--- config.mk ---
export PLATFORM = sky130hd
export DESIGN_NAME = lnpm_link_store
export DESIGN_NICKNAME = d
export VERILOG_FILES = /design/src/lnpm_pkg.sv /design/src/lnpm_ram.sv /design/src/lnpm_link_store.sv
export VERILOG_INCLUDE_DIRS = /design/src /design/src/src
export SDC_FILE = /design/constraint.sdc
export NUM_CORES = 2
export LEC_CHECK = 0
export ABC_AREA = 1
export ABC_CLOCK_PERIOD_IN_PS = 2000
export BUFFER_PORTS_ARGS = -buffer_cell sky130_fd_sc_hd__buf_2
export CORE_AREA = 2 2 552 554
export CTS_CLUSTER_SIZE = 40
export DETAILED_ROUTE_END_ITERATION = 12
export DIE_AREA = 0 0 554 556
export PLACE_DENSITY_LB_ADDON = 0.12
export SYNTH_ARGS = -nofsm -noshare
export SYNTH_HDL_FRONTEND = slang
export SYNTH_SLANG_ARGS = --single-unit
--- constraint.sdc ---
create_clock -name clk -period 2 [get_ports clk]
set_clock_uncertainty 0.15 [all_clocks]
set_input_delay 0.2 -clock clk [delete_from_list [all_inputs] [get_ports clk]]
set_output_delay 0.2 -clock clk [all_outputs]
set_load 0.005 [all_outputs]
--- src/linked_node_pool_manager_defines.svh ---
// ------------------------------------------------------------------------
// linked node pool manager assertion macros
// concurrent assertion wrappers, compiled out for synthesis
// ------------------------------------------------------------------------
`ifndef LINKED_NODE_POOL_MANAGER_DEFINES_SVH
`define LINKED_NODE_POOL_MANAGER_DEFINES_SVH
`ifndef SYNTHESIS
// same-cycle implication on clk, off during reset
`define LNPM_ASSERT_NOW(label, ante, cons, msg) \
	label: assert property (@(posedge clk) disable iff (!arst_n) (ante) |-> (cons)) \
		else $error(msg);
// next-cycle implication on clk, off during reset
`define LNPM_ASSERT_NEXT(label, ante, cons, msg) \
	label: assert property (@(posedge clk) disable iff (!arst_n) (ante) |=> (cons)) \
		else $error(msg);
`else
`define LNPM_ASSERT_NOW(label, ante, cons, msg)
`define LNPM_ASSERT_NEXT(label, ante, cons, msg)
`endif
`endif

--- src/lnpm_pkg.sv ---
// ------------------------------------------------------------------------
// lnpm_pkg
// shared types, codes and helpers of the linked node pool manager
// ------------------------------------------------------------------------
package lnpm_pkg;

	// default pool size and span of an 8-bit pointer
	localparam int LNPM_POOL_NODES = 255;
	localparam int LNPM_PTR_SPAN   = 256;

	typedef logic [7:0]         ptr_t;
	typedef logic signed [31:0] item_t;

	// command codes
	typedef enum logic [3:0] {
		CMD_ALLOC       = 4'd0,
		CMD_FREE        = 4'd1,
		CMD_LINK_BASE   = 4'd2,
		CMD_UNLINK_BASE = 4'd3,
		CMD_READ        = 4'd4,
		CMD_SET_CUR     = 4'd5,
		CMD_LINK_CUR    = 4'd6,
		CMD_UNLINK_CUR  = 4'd7,
		CMD_ADVANCE     = 4'd8,
		CMD_GET_CUR     = 4'd9
	} cmd_t;

	// result status codes
	typedef enum logic [1:0] {
		ST_OK    = 2'd0,
		ST_EMPTY = 2'd1,
		ST_NULL  = 2'd2
	} status_t;

	// sequencer states
	typedef enum logic [1:0] {
		S_IDLE,
		S_FIRST,
		S_SECOND,
		S_FINISH
	} state_t;

	// one access to the link memory per cycle
	typedef struct packed {
		logic rd;
		logic wr;
		ptr_t addr;
		ptr_t wdata;
	} link_req_t;

	// depth actually reachable through an 8-bit pointer
	function automatic int lnpm_depth(input int pool);
		return (pool < LNPM_PTR_SPAN - 1) ? pool + 1 : LNPM_PTR_SPAN;
	endfunction

	// nonzero and inside the pool
	function automatic logic lnpm_is_node(input ptr_t p, input int pool);
		return (p != '0) && (int'(p) <= pool);
	endfunction

endpackage

--- src/lnpm_ram.sv ---
// ------------------------------------------------------------------------
// lnpm_ram
// generic single write, single read memory with registered read data
// ------------------------------------------------------------------------
module lnpm_ram #(
	parameter int WIDTH = 32,
	parameter int DEPTH = 256,
	localparam int AW = $clog2(DEPTH)
) (
	input  logic             clk,
	input  logic             we,
	input  logic [AW-1:0]    waddr,
	input  logic [WIDTH-1:0] wdata,
	input  logic             re,
	input  logic [AW-1:0]    raddr,
	output logic [WIDTH-1:0] rdata
);

	logic [WIDTH-1:0] mem [DEPTH];

	// write port and registered read port
	always_ff @(posedge clk) begin
		if (we) begin
			mem[waddr] <= wdata;
		end
		if (re) begin
			rdata <= mem[raddr];
		end
	end

endmodule

--- src/lnpm_link_store.sv ---
// ------------------------------------------------------------------------
// lnpm_link_store
// next-pointer memory with per-entry valid bits standing in for the
// in-order chain present after reset
// ------------------------------------------------------------------------
`include "linked_node_pool_manager_defines.svh"

module lnpm_link_store
	import lnpm_pkg::*;
#(
	parameter int POOL_NODES = LNPM_POOL_NODES
) (
	input  logic      clk,
	input  logic      arst_n,
	input  link_req_t req,
	output ptr_t      rdata
);

	localparam int NODE_DEPTH = lnpm_depth(POOL_NODES);
	localparam int ADDR_W     = $clog2(NODE_DEPTH);

	logic [NODE_DEPTH-1:0] valid_q;
	logic [ADDR_W-1:0]     addr;
	logic [ADDR_W-1:0]     raddr_q;
	logic                  rvalid_q;
	ptr_t                  ram_rdata;
	ptr_t                  init_val;

	assign addr = req.addr[ADDR_W-1:0];

	lnpm_ram #(
		.WIDTH($bits(ptr_t)),
		.DEPTH(NODE_DEPTH)
	) u_ram (
		.clk   (clk),
		.we    (req.wr),
		.waddr (addr),
		.wdata (req.wdata),
		.re    (req.rd),
		.raddr (addr),
		.rdata (ram_rdata)
	);

	// valid bits: an entry holds its reset link until first written
	always_ff @(posedge clk or negedge arst_n) begin
		if (!arst_n) begin
			valid_q <= '0;
		end else if (req.wr) begin
			valid_q[addr] <= 1'b1;
		end
	end

	// remember address and validity alongside the registered read
	always_ff @(posedge clk) begin
		if (req.rd) begin
			raddr_q  <= addr;
			rvalid_q <= valid_q[addr];
		end
	end

	// reset chain: entry i points to i+1, the last entry to null
	always_comb begin
		if (int'(raddr_q) == POOL_NODES) begin
			init_val = '0;
		end else begin
			init_val = ptr_t'(int'(raddr_q) + 1);
		end
	end

	assign rdata = rvalid_q ? ram_rdata : init_val;

	`LNPM_ASSERT_NOW(a_rd_wr_excl, req.wr, !req.rd, "link read and write in one cycle")
	`LNPM_ASSERT_NOW(a_wr_not_null, req.wr, req.addr != '0, "link write to the free list head")
	`LNPM_ASSERT_NOW(a_wr_in_pool, req.wr, int'(req.addr) <= POOL_NODES, "link write out of pool")

endmodule

==> summary.txt <==
===========================================================================================
Final total negative setup slack                                                  -6.670 ns
Sink Count                                                                             2321
Final ANT Viol Nets                                                                       0
Worst EP arrival                                                                    2.60 ns
Place WS                                                                          -2.068 ns
Total Wirelength                                                                  314600 µm
Number of warnings printed during yosys synthesis                                         0
CTS Root Cell                                                                  sky130_fd_sc_hd__clkbuf_16
Area of the multi-input gates                                                     26970 µm²
Worst skew pair latency                                                             0.90 ns
Mapped Cells                                                                           9358
Gpl congestion                                                                       0.8371
CP endpoint kind                                                               primary output
Post-synthesis xor/xnor area fraction                                              0.01818%
Total nets after synthesis                                                             9379
Simple-Gate Fraction of Synth Area                                                   23.98%
Die ar.                                                                          308000 µm²
Post-Synth Adder-Cell Area                                                         0.01299%
Hold Crit Depth                                                                           2
Required @ worst endpoint                                                           1.65 ns
Critical path buffer and inverter count                                                   3
Worst path top cell family by delay                                            simple AND/OR/NAND/NOR gates
First drt pass iteration count                                                            5
Syn Std Cell Area                                                                 96360 µm²
Yosys cell types                                                                         25
Placement row count                                                                     202
Post-route fraction of the period consumed by the critical path                      147.6%
Crit path largest cell delay                                                        0.40 ns
Crit path setup slack, layout                                                    -0.9519 ns
Die boundary width                                                                   554 µm
Post-route DRC violation count                                                            0
Wire length of the first global-routing pass                                      462300 µm
Initial antenna violation count                                                          16
Hold/Removal Path Class                                                        primary input to flop
Final number of max-transition violations                                                 0
Post-synthesis mux area share                                                            0%
Clock buffer depth                                                                        4
CP Launch Type                                                                         flop
GRT overflow                                                                              0
Detailed Place HPWL                                                               206200 µm
Cell area after layout                                                           120000 µm²
Overall power consumption                                                          109.7 mW
Maximum level of the CTS H-tree                                                           5
Ratio of routed vias to standard cells                                                4.692
Fin. Hold Viols                                                                           0
Cell repeated most along the worst path                                        sky130_fd_sc_hd__nand2_4
Post-DP Area                                                                     109700 µm²
CTS Buf Count                                                                           271
Setup repair after global routing missed its margin                                     yes
Worst Max-Slew Pin Slew                                                           0.9672 ns
CTS tree                                                                              built
Status                                                                         complete, but fails checks
Layout area overhead                                                                 24.57%
Leakage                                                                            49.84 nW
Number of global-route vias before repair                                             67510
Cell at the slowest stage of the critical path                                 sky130_fd_sc_hd__edfxtp_1
Register Area                                                                     68420 µm²
Number of design-rule violations left by the first detailed-router iteration           5013
Filler cells                                                                          29310
Syn_area_per_cell                                                                 10.30 µm²
Power density cells                                                            914.3 nW/µm²
Flip-flop and latch count after synthesis                                              2321
Number of cell instances on the worst register-to-register path                          12
Largest fanout on the critical path                                                       3
Top Ports                                                                                28
Critical Path Stages                                                                     12
Fraction of layout cells with a size suffix above 1                                  18.20%
Failing checks                                                                 negative setup slack
Largest net degree at the start of global routing                                        88
Number of endpoints failing setup at the final stage                                     13
Tot GR Track Use                                                                     20.15%
Clock edge transition at the registers on the reported setup and hold paths         0.05 ns
Core footprint                                                                   302000 µm²
Fraction of the mapped netlist area in compound gates                                2.171%
Min Tclk post-route                                                                2.952 ns
Dominant combinational cell family by area after synthesis                     simple AND/OR/NAND/NOR gates
Slew margin rel.                                                                     35.28%
Highest attainable clock frequency                                                338.8 MHz
Sequential area share after synthesis                                                71.00%
Number of buffers inserted by port buffering                                             27
Starting utilization of the core area                                                31.90%
Max-cap violations                                                                        0
Average wire per standard cell                                                     21.93 µm
Detailed-route via count                                                              67320
Layout Nets                                                                           10170
Type of the setup path with the least slack                                    flop to primary output
IR Drop Worst-Case VDD                                                          0.0006850 V
Vertical die dimension                                                               556 µm
Ordered list of cells on the worst path                                        ha_2 -> nand2_1 -> nor2_1 -> inv_1 -> nor2_2 -> inv_2 -> nor2_4 -> and2_4 -> nand2_4 -> nand2_4 -> o21ai_4 -> buf_6
===========================================================================================
-- final timing paths --
check | from | slack [ns] | to
max in group asynchronous | arst_n | 0.78 | valid_q[29]$_DFFE_PN0P_
worst min register to register | valid_q[156]$_DFFE_PN0P_ | 0.30 | valid_q[156]$_DFFE_PN0P_
worst min-delay path | req[0] | 0.06 | u_ram.mem[177][0]$_DFFE_PP_
min in group asynchronous | arst_n | 0.49 | valid_q[202]$_DFFE_PN0P_
worst max-delay path | raddr_q[1]$_DFFE_PP_ | -0.95 | rdata[0]
worst max register to register | valid_q[133]$_DFFE_PN0P_ | -0.17 | rvalid_q$_DFFE_PP_
-- cells in the final DEF (no fill, tap or decap), types with 43 or more instances in the layout --
| cell | instances |
|---|---|
| sky130_fd_sc_hd__nor2_2 | 69 |
| sky130_fd_sc_hd__nand2_1 | 5076 |
| sky130_fd_sc_hd__o21ai_2 | 43 |
| sky130_fd_sc_hd__buf_4 | 710 |
| sky130_fd_sc_hd__nor2_1 | 274 |
| sky130_fd_sc_hd__inv_1 | 131 |
| sky130_fd_sc_hd__edfxtp_1 | 2065 |
| sky130_fd_sc_hd__o21ai_0 | 214 |
| sky130_fd_sc_hd__or2_2 | 147 |
| sky130_fd_sc_hd__dfrtp_1 | 256 |
| sky130_fd_sc_hd__nand3_1 | 177 |
| sky130_fd_sc_hd__nand2_2 | 140 |
| sky130_fd_sc_hd__clkbuf_16 | 280 |
| sky130_fd_sc_hd__o21ai_1 | 90 |
| sky130_fd_sc_hd__clkbuf_1 | 90 |
| sky130_fd_sc_hd__buf_12 | 226 |
-- logic make-up after synthesis --
family,Yosys count
AOI/OAI and AO/OA,417
xor gates and xnor gates,2
adders and majority gates,1
buffers and inverters,631
DFF,2321
and+or+nand+nor,5986
-- metrics by stage --
step           utilization (%)  instances  hold slack (ns)
2_1_floorplan                -       9358          -0.2456
3_3_place_gp             36.33      13850          0.01488
3_5_place_dp             36.33      13850          0.01863
4_1_cts                  39.52      14350         0.001328
5_1_grt                  39.74      14340          0.04230
6_report                 39.74      14350          0.06428
-- worst register-to-register path: stages, from the launching register on --
cell,delay (ns)
sky130_fd_sc_hd__dfrtp_1,0.38
sky130_fd_sc_hd__nand2_1,0.08
sky130_fd_sc_hd__nand2_1,0.07
sky130_fd_sc_hd__nand2_1,0.07
sky130_fd_sc_hd__nand2_1,0.06
sky130_fd_sc_hd__nand2_1,0.07
sky130_fd_sc_hd__nand2_2,0.06
sky130_fd_sc_hd__o21ai_4,0.24
sky130_fd_sc_hd__nand2_4,0.14
sky130_fd_sc_hd__nor2_4,0.20
sky130_fd_sc_hd__nor2_4,0.06
sky130_fd_sc_hd__nor2_4,0.27
sky130_fd_sc_hd__nand2_1,0.10
-- registers in the layout, summed over array words and instances, names as in the netlist --
name and flops:
valid_q 256, u_ram.mem 2048, rvalid_q 1, u_ram.rdata 8, raddr_q 8
-- power breakdown --
part | total (mW) | internal, mW | switching, mW
Combinational | 8.27 | 2.67 | 5.60
Sequential | 53.4 | 53.2 | 0.181
Clock | 48.1 | 27.8 | 20.3
-- area by class of cell --
class,instances,area share [%]
diodes,6,0.01251
clock buffers,387,6.314
clock inverters,104,0.7703
inverters,142,0.4691
multi-input cells,6406,22.47
flip-flops and latches,2321,57.00
well taps,3978,4.147
repair buffers,1004,8.821
-- synth_stat cells (all sizes together) --
master,n,area share (%)
xnor2,1,0.0091
nor2,383,1.5
nand2,5255,20
clkbuf,200,0.78
o21ai,376,2.0
buf,289,1.5
xor2,1,0.0091
and2,1,0.0065
a21oi,39,0.20
ha,1,0.013
inv,140,0.55
dfrtp,256,6.6
clkinv,2,0.0078
nor4,1,0.0065
or2,155,1.0
o31ai,2,0.016
nand3,191,0.99
edfxtp,2065,64
-- metal layers --
layer | track usage (%) | share of wire (%) | up-vias
met5 | 0 | 0.0032 | -
met3 | 2.297 | 4.2 | 451
li1 | - | - | 32170
met2 | 33.61 | 48 | 1442
met4 | 5.444 | 2.7 | 2
met1 | 27.75 | 46 | 33260
-- what timing repair did --
| item | CTS | global route |
|---|---|---|
| setup endpoints to repair | 31 | 132 |
| endpoints found under the hold margin | 2346 | 0 |
| pin swaps | 122 | 154 |
| hold buffers | 21 | 0 |
| buffers inserted | 6 | 1 |
| gates resized for setup | 337 | 219 |
Note: power is estimated with default switching activity, not from simulation.
